<file path="src/cvm_pkg.sv">
`timescale 1ns / 1ps
// ----------------------------------------------------------------------------
// cvm_pkg
// Shared codes, command struct and saturation helper for the covariance
// vector multiply block.
// ----------------------------------------------------------------------------
package cvm_pkg;

  // Input item kinds, carried on tuser.
  localparam logic [1:0] MODE_FACTOR = 2'd0;
  localparam logic [1:0] MODE_DIAG   = 2'd1;
  localparam logic [1:0] MODE_VECTOR = 2'd2;
  localparam logic [1:0] MODE_UNUSED = 2'd3;

  // Covariance forms.
  localparam logic [1:0] COV_SCALAR  = 2'd0;
  localparam logic [1:0] COV_DIAG    = 2'd1;
  localparam logic [1:0] COV_LOWRANK = 2'd2;
  localparam logic [1:0] COV_UNUSED  = 2'd3;

  // Register indexes (byte address is four times the index).
  localparam logic [2:0] REG_COV_TYPE   = 3'd0;
  localparam logic [2:0] REG_LAMBDA     = 3'd1;
  localparam logic [2:0] REG_NUM_POINTS = 3'd2;
  localparam logic [2:0] REG_DIMS       = 3'd3;
  localparam logic [2:0] REG_RANK       = 3'd4;

  // Multiplier operand sources.
  localparam logic [1:0] SRC_LAMBDA   = 2'd0;
  localparam logic [1:0] SRC_DIAG     = 2'd1;
  localparam logic [1:0] SRC_FACT_VEC = 2'd2;
  localparam logic [1:0] SRC_FACT_ACC = 2'd3;

  // Commands from the controller to the datapath.
  typedef struct packed {
    logic       rd_en;
    logic       mul_en;
    logic [1:0] src;
    logic       acc_en;
    logic       acc_first;
    logic       rank_wr;
    logic       out_load;
    logic       out_sel;
    logic       res_zero;
    logic       out_last;
  } cvm_cmd_t;

  // Clamp a 64-bit signed value to the signed 32-bit range.
  function automatic logic [31:0] sat32(input logic signed [63:0] x);
    logic [31:0] res;
    if (x > 64'sh0000_0000_7FFF_FFFF) begin
      res = 32'h7FFF_FFFF;
    end else if (x < -64'sh0000_0000_8000_0000) begin
      res = 32'h8000_0000;
    end else begin
      res = x[31:0];
    end
    return res;
  endfunction

endpackage

</file>
<file path="src/cvm_ctrl.sv">
`timescale 1ns / 1ps
// ----------------------------------------------------------------------------
// cvm_ctrl
// Sequencer for loads, the elementwise pass and the low-rank block passes.
// ----------------------------------------------------------------------------
module cvm_ctrl import cvm_pkg::*; #(
  parameter int MAX_POINTS = 32,
  parameter int MAX_ELEMS  = 64,
  parameter int MAX_RANK   = 8,
  localparam int PW  = $clog2(MAX_POINTS + 1),
  localparam int RW  = $clog2(MAX_RANK + 1),
  localparam int EW  = $clog2(MAX_ELEMS + 1),
  localparam int FD  = MAX_POINTS * MAX_RANK,
  localparam int FAW = (FD > 1) ? $clog2(FD) : 1
) (
  input  logic           clk,
  input  logic           rst_n,
  input  logic           in_fire,
  input  logic [1:0]     in_mode,
  input  logic           in_last,
  output logic           in_ready,
  output logic           out_valid,
  input  logic           out_ready,
  input  logic [1:0]     cov_type,
  input  logic [PW-1:0]  n_pts,
  input  logic [RW-1:0]  n_rank,
  input  logic [EW-1:0]  n_elems,
  output cvm_cmd_t       cmd,
  output logic [EW-1:0]  elem,
  output logic [FAW-1:0] fac_addr,
  output logic [RW-1:0]  rank_idx
);

  localparam logic [3:0] S_IDLE  = 4'd0;
  localparam logic [3:0] S_E_RD  = 4'd1;
  localparam logic [3:0] S_E_MUL = 4'd2;
  localparam logic [3:0] S_E_RES = 4'd3;
  localparam logic [3:0] S_A_RD  = 4'd4;
  localparam logic [3:0] S_A_MUL = 4'd5;
  localparam logic [3:0] S_A_ACC = 4'd6;
  localparam logic [3:0] S_B_RD  = 4'd7;
  localparam logic [3:0] S_B_MUL = 4'd8;
  localparam logic [3:0] S_B_ACC = 4'd9;
  localparam logic [3:0] S_B_RES = 4'd10;
  localparam logic [3:0] S_OUT   = 4'd11;

  logic [3:0]    state_r, state_nxt;
  logic [EW-1:0] base_r, base_nxt;
  logic [PW-1:0] i_r, i_nxt;
  logic [RW-1:0] j_r, j_nxt;
  logic          elem_last, pt_last, blk_last, j_last, rank_zero;
  logic [3:0]    blk_start;

  assign elem      = base_r + EW'(i_r);
  assign fac_addr  = FAW'(32'(i_r) * 32'(n_rank) + 32'(j_r));
  assign rank_idx  = j_r;
  assign elem_last = (32'(elem) + 32'd1) == 32'(n_elems);
  assign pt_last   = (32'(i_r) + 32'd1) == 32'(n_pts);
  assign blk_last  = pt_last || elem_last;
  assign j_last    = (32'(j_r) + 32'd1) == 32'(n_rank);
  assign rank_zero = (n_rank == '0);
  assign blk_start = rank_zero ? S_B_RES : S_A_RD;

  assign in_ready  = (state_r == S_IDLE);
  assign out_valid = (state_r == S_OUT);

  // Next state and loop counters.
  always_comb begin
    state_nxt = state_r;
    base_nxt  = base_r;
    i_nxt     = i_r;
    j_nxt     = j_r;
    case (state_r)
      S_IDLE: begin
        if (in_fire && in_mode == MODE_VECTOR && in_last && n_elems != '0) begin
          base_nxt  = '0;
          i_nxt     = '0;
          j_nxt     = '0;
          state_nxt = (cov_type == COV_LOWRANK) ? blk_start : S_E_RD;
        end
      end
      S_E_RD:  state_nxt = S_E_MUL;
      S_E_MUL: state_nxt = S_E_RES;
      S_E_RES: state_nxt = S_OUT;
      S_A_RD:  state_nxt = S_A_MUL;
      S_A_MUL: state_nxt = S_A_ACC;
      S_A_ACC: begin
        if (blk_last) begin
          i_nxt = '0;
          if (j_last) begin
            j_nxt     = '0;
            state_nxt = S_B_RD;
          end else begin
            j_nxt     = j_r + 1'b1;
            state_nxt = S_A_RD;
          end
        end else begin
          i_nxt     = i_r + 1'b1;
          state_nxt = S_A_RD;
        end
      end
      S_B_RD:  state_nxt = S_B_MUL;
      S_B_MUL: state_nxt = S_B_ACC;
      S_B_ACC: begin
        if (j_last) begin
          state_nxt = S_B_RES;
        end else begin
          j_nxt     = j_r + 1'b1;
          state_nxt = S_B_RD;
        end
      end
      S_B_RES: state_nxt = S_OUT;
      S_OUT: begin
        if (out_ready) begin
          if (elem_last) begin
            state_nxt = S_IDLE;
          end else if (cov_type != COV_LOWRANK) begin
            base_nxt  = base_r + 1'b1;
            state_nxt = S_E_RD;
          end else if (pt_last) begin
            base_nxt  = base_r + EW'(n_pts);
            i_nxt     = '0;
            j_nxt     = '0;
            state_nxt = blk_start;
          end else begin
            i_nxt     = i_r + 1'b1;
            j_nxt     = '0;
            state_nxt = rank_zero ? S_B_RES : S_B_RD;
          end
        end
      end
      default: state_nxt = S_IDLE;
    endcase
  end

  // Datapath commands decoded from the state.
  always_comb begin
    cmd = '0;
    case (state_r)
      S_E_RD, S_A_RD, S_B_RD: cmd.rd_en = 1'b1;
      S_E_MUL: begin
        cmd.mul_en = 1'b1;
        cmd.src    = (cov_type == COV_SCALAR) ? SRC_LAMBDA : SRC_DIAG;
      end
      S_E_RES: begin
        cmd.out_load = 1'b1;
        cmd.res_zero = (cov_type != COV_SCALAR) && (cov_type != COV_DIAG);
        cmd.out_last = elem_last;
      end
      S_A_MUL: begin
        cmd.mul_en = 1'b1;
        cmd.src    = SRC_FACT_VEC;
      end
      S_A_ACC: begin
        cmd.acc_en    = 1'b1;
        cmd.acc_first = (i_r == '0);
        cmd.rank_wr   = blk_last;
      end
      S_B_MUL: begin
        cmd.mul_en = 1'b1;
        cmd.src    = SRC_FACT_ACC;
      end
      S_B_ACC: begin
        cmd.acc_en    = 1'b1;
        cmd.acc_first = (j_r == '0);
      end
      S_B_RES: begin
        cmd.out_load = 1'b1;
        cmd.out_sel  = 1'b1;
        cmd.res_zero = rank_zero;
        cmd.out_last = elem_last;
      end
      default: cmd = '0;
    endcase
  end

  always_ff @(posedge clk) begin
    if (!rst_n) begin
      state_r <= S_IDLE;
      base_r  <= '0;
      i_r     <= '0;
      j_r     <= '0;
    end else begin
      state_r <= state_nxt;
      base_r  <= base_nxt;
      i_r     <= i_nxt;
      j_r     <= j_nxt;
    end
  end

endmodule

</file>
<file path="config.mk">
export PLATFORM = sky130hd
export DESIGN_NAME = cvm_ctrl
export DESIGN_NICKNAME = d
export VERILOG_FILES = /design/src/cvm_pkg.sv /design/src/cvm_ctrl.sv
export SDC_FILE = /design/constraint.sdc
export NUM_CORES = 1
export LEC_CHECK = 0
export ABC_AREA = 1
export ABC_CLOCK_PERIOD_IN_PS = 8300
export BUFFER_PORTS_ARGS = -buffer_cell sky130_fd_sc_hd__buf_2
export CAP_MARGIN = 20
export CELL_PAD_IN_SITES_DETAIL_PLACEMENT = 1
export CELL_PAD_IN_SITES_GLOBAL_PLACEMENT = 2
export CORE_MARGIN = 2
export CORE_UTILIZATION = 33
export DETAILED_ROUTE_END_ITERATION = 6
export PLACE_DENSITY_LB_ADDON = 0.1
export SKIP_LAST_GASP = 1
export SYNTH_ARGS = -nofsm -noshare
export SYNTH_HDL_FRONTEND = slang
export SYNTH_SLANG_ARGS = --single-unit
</file>
<file path="constraint.sdc">
create_clock -name clk -period 8.3 [get_ports clk]
set_input_delay 0.415 -clock clk [delete_from_list [all_inputs] [get_ports clk]]
set_output_delay 0.415 -clock clk [all_outputs]
set_load 0.01 [all_outputs]
</file>
======== Word-level counts from Yosys, hierarchy flattened ========
Index checks and enable logic that the tools add are counted.
word-level totals
  register bits ........................... 21
  input bits .............................. 26
  output and inout bits ................... 32
  logic and storage cells ................. 101
cells by class
  $add $sub $neg .......................... 9
  multiply operators ...................... 1
  equal/unequal tests ..................... 25
  multiplexer cells ....................... 41
  reduce and logical (&&, ||, !) cells .... 21
operator list
  kind                   count
  $mux W4                17
  $pmux W4 S11           1
  $mux W6                6
  $mux W7                5
  $pmux W6 S3            1
  $eq A4 B3 Y1 const B   4
  $eq A4 B4 Y1 const B   4
  $pmux W4 S4            1
  $add A7 B6 Y7          2
  $pmux W7 S2            1
  $logic_not A4 Y1       3
  $ne A2 B2 Y1 const B   5
  $reduce_and A5 Y1      2
  $pmux W3 S3            1
  $add A7 B1 Y8 const B  1
  $add A8 B4 Y8          1
  $eq A4 B2 Y1 const B   2
  $eq A8 B7 Y1           1
  $mul A6 B4 Y8          1
  $pmux W2 S2            2
  $add A6 B1 Y7 const B  1
  $add A7 B1 Y7 const B  1
  $eq A7 B6 Y1           1
  $reduce_and A7 Y1      1
  21 further kinds       32

======== Depth between registers and ports, before layout ========
Gate-level depths: netlist of run 1.
  depth after elaboration ................. 7
  depth in mapped cells ................... 19
  gate-level depth less buffers ........... 19

======== Worst setup path after synthesis of run 1 ========
Ideal clock, no wire load.
  path kind ............................... input to output
  start point ............................. in n_rank[2]
  end point ............................... out fac_addr[6]
  arrival time ............................ 3.469 ns
  required time ........................... 7.885 ns
  setup slack ............................. 4.416 ns
  stages on the path ...................... 14
  buffers on the path ..................... 1
  path through ............................ clkbuf_1 -> nand2_1 -> fa_1 -> fa_1 -> fa_1 -> inv_1 -> ha_1 -> a21oi_1 -> inv_1 -> a31oi_1 -> nor2_1 -> o21ai_0 -> nand2_1 -> xor2_1
on the way
  word-level cells in the longest chain between the ends .. 2
ends and longest elaborated chain
  what                RTL line        source
  start: declaration  cvm_ctrl.sv:26  input logic [RW-1:0] n_rank,
  $mul A6 B4 Y8       cvm_ctrl.sv:55  assign fac_addr = FAW'(32'(i_r) * 32'(n_rank) + 32'(j_r));
  $add A8 B4 Y8       cvm_ctrl.sv:55
  end: declaration    cvm_ctrl.sv:30  output logic [FAW-1:0] fac_addr,
No other way between the ends.

======== Final worst setup path of run 1 ========
  start point ............................. reg i_r[1]
  end point ............................... out fac_addr[6]
on the way
  word-level cells in the longest chain between the ends .. 2
ends and longest elaborated chain
  what                      RTL line         source
  start: declaration        cvm_ctrl.sv:49   logic [PW-1:0] i_r, i_nxt;
  start signal: assignment  cvm_ctrl.sv:186  i_r <= i_nxt;
  $mul A6 B4 Y8             cvm_ctrl.sv:55
  $add A8 B4 Y8             cvm_ctrl.sv:55
No other way between the ends.

==> metrics.json, run 1 <==
{
  "cp_data_required_time": {"value": 7.89, "unit": "ns"},
  "rsz0062_at_grt": {"value": "no"},
  "post-route-worst-setup-slack": {"value": 3.91, "unit": "ns"},
  "post-route-min-period": {"value": 4.39, "unit": "ns"},
  "clock_insertion_delay_at_the_later_pin_of_the_skew_report": {"value": 0.27, "unit": "ns"},
  "largest_family_of_logic_cells_by_synthesized_area": {"value": "simple AND/OR/NAND/NOR gates"},
  "top_layer_used": {"value": "met4"},
  "clock_buffer_count_from_cts": {"value": 3},
  "final_setup_vio_count": {"value": 0},
  "wl_met2": {"value": 4700, "unit": "um"},
  "slew_headroom": {"value": 0.598},
  "detail-route-antenna-nets": {"value": 0},
  "cts_hold_repair.buffers": {"value": 0},
  "detail_route_met3_wl": {"value": 299, "unit": "um"},
  "ys_types": {"value": 43},
  "synth.net_count": {"value": 603},
  "synth_simple_gate_area_frac": {"value": 0.397},
  "synthAdderAreaFrac": {"value": 0.193},
  "p_leak": {"value": 2.12, "unit": "nW"},
  "gpl.final_weighted_congestion": {"value": 0.846},
  "wirelength": {"value": 9960, "unit": "um"},
  "gr-total-overflow": {"value": 0},
  "fin_setup_tns": {"value": 0, "unit": "ns"},
  "synth_xor_area_frac": {"value": 0.0705},
  "vdd_drop_max": {"value": 0.0000491, "unit": "V"},
  "end_kind": {"value": "output pin"},
  "cts_root_buf": {"value": "clkbuf_8"},
  "cp-start-kind": {"value": "flip-flop"},
  "post-place-ws": {"value": 4.18, "unit": "ns"},
  "hpwl": {"value": 8670, "unit": "um"},
  "period_share": {"value": 0.529},
  "cp_data_arrival_time": {"value": 3.98, "unit": "ns"},
  "hold_fails_final_rpt": {"value": 0},
  "clk_pin_slew": {"value": 0.08, "unit": "ns"},
  "cts_repair_resize_count": {"value": 0},
  "placementRows": {"value": 36},
  "flow.area_growth_from_synthesis": {"value": 13.7, "unit": "%"},
  "postSynthRegisterBits": {"value": 21},
  "post-route-util": {"value": 0.386},
  "numPortBuffers": {"value": 57},
  "synth_edf_count": {"value": 0},
  "m1WireLength": {"value": 4880, "unit": "um"},
  "timing.fmax": {"value": 228, "unit": "MHz"},
  "timing.final.max_slew_violations": {"value": 0},
  "cts_tree": {"value": "done"},
  "core": {"value": 9770, "unit": "sq um"},
  "global_route.usage.total": {"value": 0.190},
  "final.setup_skew": {"value": 0.00291, "unit": "ns"},
  "tritoncts_num_sinks": {"value": 21},
  "status": {"value": "completed"},
  "netlist_area": {"value": 3320, "unit": "sq um"},
  "grt_start_max_net_pins": {"value": 17},
  "avgSynthCellArea": {"value": 6.23, "unit": "sq um"},
  "synth_warnings": {"value": 0},
  "path_cells": {"value": "nand2_1 -> fa_1 -> fa_1 -> fa_1 -> inv_1 -> ha_1 -> a21oi_1 -> inv_1 -> a31oi_1 -> nor2_1 -> o21ai_0 -> nand2_1 -> xor2_1 -> buf_2"},
  "max_stage_delay": {"value": 0.62, "unit": "ns"},
  "synth.area.mux_share": {"value": 0},
  "critPathMaxFanout": {"value": 11},
  "drt_drc_violations_left": {"value": 0},
  "timing.critical_path.max_delay_family": {"value": "adder cells"},
  "synth-seq-area-share": {"value": 0.127},
  "detail_route.vias_per_cell": {"value": 4.78},
  "die_w": {"value": 104, "unit": "um"},
  "critical_path_class": {"value": "flip-flop to output pin"},
  "floorplan.initialDensity": {"value": 0.340},
  "clock_tree_buffer_depth": {"value": 2},
  "tightestPinTransition": {"value": 0.598, "unit": "ns"},
  "antenna_cells_inserted": {"value": 0},
  "cts.htree.levels": {"value": 1},
  "antenna_found_initial": {"value": 0},
  "grt_pass1_wl": {"value": 17000, "unit": "um"},
  "routed_length_per_placed_instance": {"value": 13.9, "unit": "um"},
  "cts_post_setup_buffers_inserted": {"value": 0},
  "overall_via_count_from_detail_route": {"value": 3426},
  "io_pins": {"value": 58},
  "path_buf_inv": {"value": 3},
  "async_flop_share": {"value": 0},
  "fraction_of_final_layout_cells_sized_beyond_drive_strength_1": {"value": 0.156},
  "die_height": {"value": 104, "unit": "um"},
  "top_ff_cell_synth": {"value": "dfxtp_1"},
  "power-per-cell-area": {"value": 90.3, "unit": "nW/um^2"},
  "path_common_cell": {"value": "fa_1"},
  "drt_first_iter_violations": {"value": 72},
  "drv.max_cap_violation_count": {"value": 0},
  "nets": {"value": 655},
  "hp-class": {"value": "input port to flip-flop"},
  "post_synth_inst_count": {"value": 533},
  "grt_pass1_vias": {"value": 3434},
  "synth_compound_gate_area_share": {"value": 0.0810},
  "crit_path_top_delay_cell": {"value": "dfxtp_1"},
  "dr.pass1.iters": {"value": 4},
  "die_outline_area": {"value": 10900, "unit": "sq um"}
}
[cell usage after synthesis, types with 2 or more instances]
cell type,n,area [sq um]
nor2_4,4,45.0
nand4_1,17,106
nand3b_1,5,37.5
xor2_1,14,123
nand3_4,2,35.0
nand2_2,5,31.3
nor2_2,2,12.5
or2_2,2,12.5
xnor2_1,9,78.8
inv_1,100,375
nand2_1,140,526
o21ai_1,2,10.0
nor4_1,2,12.5
clkbuf_1,6,22.5
o21ai_0,13,65.1
a21oi_1,25,125
dfxtp_1,21,420
inv_2,2,7.51
nor3_1,3,15.0
fa_1,12,240
nand3_1,26,130
nand3_2,2,20.0
xor2_2,2,32.5
nor2_1,64,240
buf_2,4,20.0
ha_1,32,400
[cells in the final DEF, fill, tap and decap left out, types with 2 or more instances in the layout]
cell      instances
nand3_2           2
nand2_2           5
dfxtp_1          21
nand2_1         140
nor2_2            2
xor2_1           14
nor2_4            4
xnor2_1           9
nor4_1            2
inv_2             2
clkbuf_8          3
nand4_1          17
nand3_4           2
or2_2             2
a21oi_1          25
nor3_1            3
fa_1             12
buf_2            57
o21ai_1           2
nand3b_1          5
nand3_1          26
nor2_1           64
o21ai_0          13
ha_1             32
inv_1           100
xor2_2            2
[worst register-to-register path: cells and delay by family (launching register included)]
family          cells  cell delay [ns]
compound gates      1             0.18
xor+xnor            2             0.30
fa+ha+maj           3             1.05
flops               1             0.59
simple gates        7             0.95
[cells by family (layout without fill, tap and decap cells)]
| group | Yosys count | count (layout) |
|---|---|---|
| simple gates | 280 | 280 |
| compound gates | 49 | 49 |
| flops | 21 | 21 |
| fa+ha+maj | 44 | 44 |
| buf+inv | 114 | 165 |
| xor+xnor | 25 | 25 |
[layer usage]
layer | vias up | GRT usage
met5 | - | 0
met4 | 0 | 0.0386
met3 | 4 | 0.0207
met2 | 42 | 0.321
met1 | 1615 | 0.262
li1 | 1765 | -
[cell type report]
class | count | area (sq um)
Fill cell | 1365 | 6000
Clock inverter | 1 | 5.00
Inverter | 103 | 389
Timing Repair Buffer | 58 | 293
Tap cell | 133 | 166
Multi-Input combinational cell | 398 | 2460
Sequential cell | 21 | 420
Clock buffer | 3 | 41.3
[per-stage QoR]
step | instances | area, sq um | hold WS [ns] | power, mW
final | 717 | 3780 | 0.466 | 0.341
after global routing | 717 | 3780 | 0.487 | 0.372
after CTS | 717 | 3780 | 0.458 | 0.346
after detailed placement | 713 | 3730 | 0.471 | 0.275
after global placement | 713 | 3730 | 0.476 | 0.271
after floorplan | 533 | 3320 | 0.443 | 0.226
[report_power, final]
part | internal (mW) | switching, mW
sequential | 0.107 | 0.0123
clock | 0.0336 | 0.0373
combinational | 0.0566 | 0.0942
total | 0.197 | 0.144
[flip-flops by register name, summed over array words and instances, names as in the netlist]
name / cells
i_r: 6
base_r: 7
rank_idx: 4
state_r: 4
[final timing paths]
kind                          startpoint                      end  slack, ns  depth (start not counted)
setup reg to reg     i_r[0]$_SDFFE_PN0P_      i_r[0]$_SDFFE_PN0P_       5.13                         13
setup / recovery     i_r[1]$_SDFFE_PN0P_              fac_addr[6]       3.91                         14
hold / removal                 out_ready  state_r[0]$_SDFFE_PN0P_       0.47                          4
hold reg to reg   base_r[5]$_SDFFE_PN0P_   base_r[5]$_SDFFE_PN0P_       0.49                          2
(Power assumes the default switching activity.)
==> run 2: changes to the inputs <==
--- a/config.mk
+++ b/config.mk
@@ -6,13 +6,13 @@
 export NUM_CORES = 1
 export LEC_CHECK = 0
 export ABC_AREA = 1
-export ABC_CLOCK_PERIOD_IN_PS = 8300
+export ABC_CLOCK_PERIOD_IN_PS = 4500
 export BUFFER_PORTS_ARGS = -buffer_cell sky130_fd_sc_hd__buf_2
 export CAP_MARGIN = 20
 export CELL_PAD_IN_SITES_DETAIL_PLACEMENT = 1
 export CELL_PAD_IN_SITES_GLOBAL_PLACEMENT = 2
 export CORE_MARGIN = 2
-export CORE_UTILIZATION = 33
+export CORE_UTILIZATION = 30
 export DETAILED_ROUTE_END_ITERATION = 6
 export PLACE_DENSITY_LB_ADDON = 0.1
 export SKIP_LAST_GASP = 1
==> constraint.sdc (replaced) <==
create_clock -name clk -period 4.5 [get_ports clk]
set_input_delay 0.225 -clock clk [delete_from_list [all_inputs] [get_ports clk]]
set_output_delay 0.225 -clock clk [all_outputs]
set_load 0.01 [all_outputs]
==> run 2 against run 1 <==
  * Combinational power is 84% higher
  * Worst setup slack worse by 3.4 ns
  * Utilization shrank 3.5 points
  * Critical path type unchanged
  * Largest power group unchanged
  * Highest routed layer unchanged
==> metrics.json, run 2 (synthesized netlist as in run 1, its figures left out) <==
{
  "critical_path.startpoint": {"value": "i_r[2]$_SDFFE_PN0P_"},
  "io_pins": {"value": 58},
  "post-route-worst-setup-slack": {"value": 0.521, "unit": "ns"},
  "end_kind": {"value": "output pin"},
  "antenna_cells_inserted": {"value": 0},
  "p_leak": {"value": 2.13, "unit": "nW"},
  "clk_pin_slew": {"value": 0.09, "unit": "ns"},
  "cts_repair_resize_count": {"value": 0},
  "tightestPinTransition": {"value": 0.551, "unit": "ns"},
  "core": {"value": 10800, "unit": "sq um"},
  "detail_route.vias_per_cell": {"value": 4.69},
  "number_of_flip_flops_in_the_largest_register": {"value": 7},
  "cp-start-kind": {"value": "flip-flop"},
  "gr-total-overflow": {"value": 0},
  "report.power.total": {"value": 0.633, "unit": "mW"},
  "vdd_drop_max": {"value": 0.0000855, "unit": "V"},
  "antenna_found_initial": {"value": 0},
  "finalHoldWorstSlack": {"value": 0.275, "unit": "ns"},
  "final.setup_skew": {"value": 0.00829, "unit": "ns"},
  "overall_via_count_from_detail_route": {"value": 3403},
  "critical_path.reg2reg.endpoint": {"value": "i_r[0]$_SDFFE_PN0P_"},
  "total_placed_cells_including_tap_cells": {"value": 722},
  "routed_length_per_placed_instance": {"value": 13.7, "unit": "um"},
  "floorplan.initialDensity": {"value": 0.306},
  "final_design_area_no_fill": {"value": 3800, "unit": "sq um"},
  "nets": {"value": 657},
  "cts_tree": {"value": "done"},
  "die_w": {"value": 109, "unit": "um"},
  "worstReg2RegStart": {"value": "i_r[0]$_SDFFE_PN0P_"},
  "r2r_cells": {"value": 17},
  "tritoncts_num_sinks": {"value": 21},
  "cts_root_buf": {"value": "clkbuf_8"},
  "hpwl": {"value": 8600, "unit": "um"},
  "flow.area_growth_from_synthesis": {"value": 14.5, "unit": "%"},
  "drt_first_iter_violations": {"value": 106},
  "wirelength": {"value": 9950, "unit": "um"},
  "numPortBuffers": {"value": 57},
  "placementRows": {"value": 38},
  "rsz0062_at_grt": {"value": "no"},
  "largest_register": {"value": "base_r"},
  "biggest_registers_after_layout": {"value": "base_r (7), i_r (6)"},
  "period_share": {"value": 0.884},
  "finalNonFillerCells": {"value": 726},
  "clock_insertion_delay_at_the_later_pin_of_the_skew_report": {"value": 0.27, "unit": "ns"},
  "post-place-ws": {"value": 0.631, "unit": "ns"},
  "timing.final.max_slew_violations": {"value": 0},
  "dr.pass1.iters": {"value": 6},
  "cts.htree.levels": {"value": 1},
  "post-route-util": {"value": 0.351},
  "drt_drc_violations_left": {"value": 0},
  "worst_setup_path_endpoint": {"value": "fac_addr[6]"},
  "cts_hold_repair.buffers": {"value": 0},
  "hold_fails_final_rpt": {"value": 0},
  "die_outline_area": {"value": 11900, "unit": "sq um"},
  "grt_start_max_net_pins": {"value": 17},
  "cp_data_required_time": {"value": 4.28, "unit": "ns"},
  "die_height": {"value": 109, "unit": "um"},
  "gpl.final_weighted_congestion": {"value": 0.855},
  "clock_buffer_count_from_cts": {"value": 3},
  "cp_data_arrival_time": {"value": 3.75, "unit": "ns"},
  "drv.max_cap_violation_count": {"value": 0},
  "final_setup_vio_count": {"value": 0},
  "status": {"value": "completed"},
  "setup_slack_reg_to_reg": {"value": 1.45, "unit": "ns"},
  "power-per-cell-area": {"value": 166, "unit": "nW/um^2"},
  "cts_post_setup_buffers_inserted": {"value": 0},
  "slew_headroom": {"value": 0.631},
  "layout.cells.most_common": {"value": "nand2_1"},
  "layout.cells.most_common_list": {"value": "nand2_1, inv_1, nor2_1, buf_2, ha_1"},
  "dpl_cell_area": {"value": 3750, "unit": "sq um"},
  "clock_tree_buffer_depth": {"value": 2},
  "fraction_of_final_layout_cells_sized_beyond_drive_strength_1": {"value": 0.160},
  "fin_setup_tns": {"value": 0, "unit": "ns"},
  "detail-route-antenna-nets": {"value": 0},
  "hp-class": {"value": "input port to flip-flop"},
  "timing.fmax": {"value": 251, "unit": "MHz"},
  "critical_path_class": {"value": "flip-flop to output pin"},
  "grt_pass1_vias": {"value": 3444},
  "post-route-min-period": {"value": 3.98, "unit": "ns"},
  "critPathMaxFanout": {"value": 12},
  "grt_pass1_wl": {"value": 16600, "unit": "um"},
  "global_route.usage.total": {"value": 0.174}
}
==> run 2: cell count changes in the layout (fill, tap and decap cells not counted), sizes merged <==
cell / delta
clkinvlp: +1
clkinv: -1
buf: +2
==> run 2: metal layers <==
metal / GRT usage / up-vias / routed length (um) / part of all wire
li1: - / 1773 / - / -
met5: 0 / - / 0 / 0
met4: 0.0280 / 0 / 60 / 0.0060
met1: 0.243 / 1586 / 5130 / 0.52
met2: 0.299 / 40 / 4560 / 0.46
met3: 0.0120 / 4 / 202 / 0.020
==> run 2: area by class of cell <==
class	instances	area (sq um)
multi-input cells	398	2460
inverters	103	389
fillers	1483	7040
clock inverters	1	7.51
repair buffers	60	308
flip-flops and latches	21	422
clock buffers	3	41.3
well taps	140	175
==> run 2: power by group <==
part / internal [mW] / switching, mW
Clock: 0.0627 / 0.0740
Sequential: 0.198 / 0.0201
Combinational: 0.104 / 0.174
Total: 0.364 / 0.268
==> run 2: critical path: stages (launching register included) <==
cell     delay (ns)
dfxtp_2        0.49
nand2_1        0.10
fa_1           0.47
fa_1           0.51
fa_1           0.51
inv_1          0.04
ha_1           0.33
a21oi_1        0.17
inv_1          0.05
a31oi_1        0.22
nor2_1         0.06
o21ai_0        0.16
nand2_1        0.09
xor2_1         0.14
buf_2          0.14
==> run 2: how the worst min path moves through the flow <==
stage	start	endpoint	slack, ns	cells after the start
floorplan	rst_n	base_r[5]$_SDFFE_PN0P_	0.35	2
global placement	base_r[5]$_SDFFE_PN0P_	base_r[5]$_SDFFE_PN0P_	0.47	2
CTS	out_ready	state_r[0]$_SDFFE_PN0P_	0.28	4
global route	out_ready	state_r[0]$_SDFFE_PN0P_	0.31	4
detailed placement	base_r[5]$_SDFFE_PN0P_	base_r[5]$_SDFFE_PN0P_	0.48	2
finish	out_ready	state_r[0]$_SDFFE_PN0P_	0.27	4
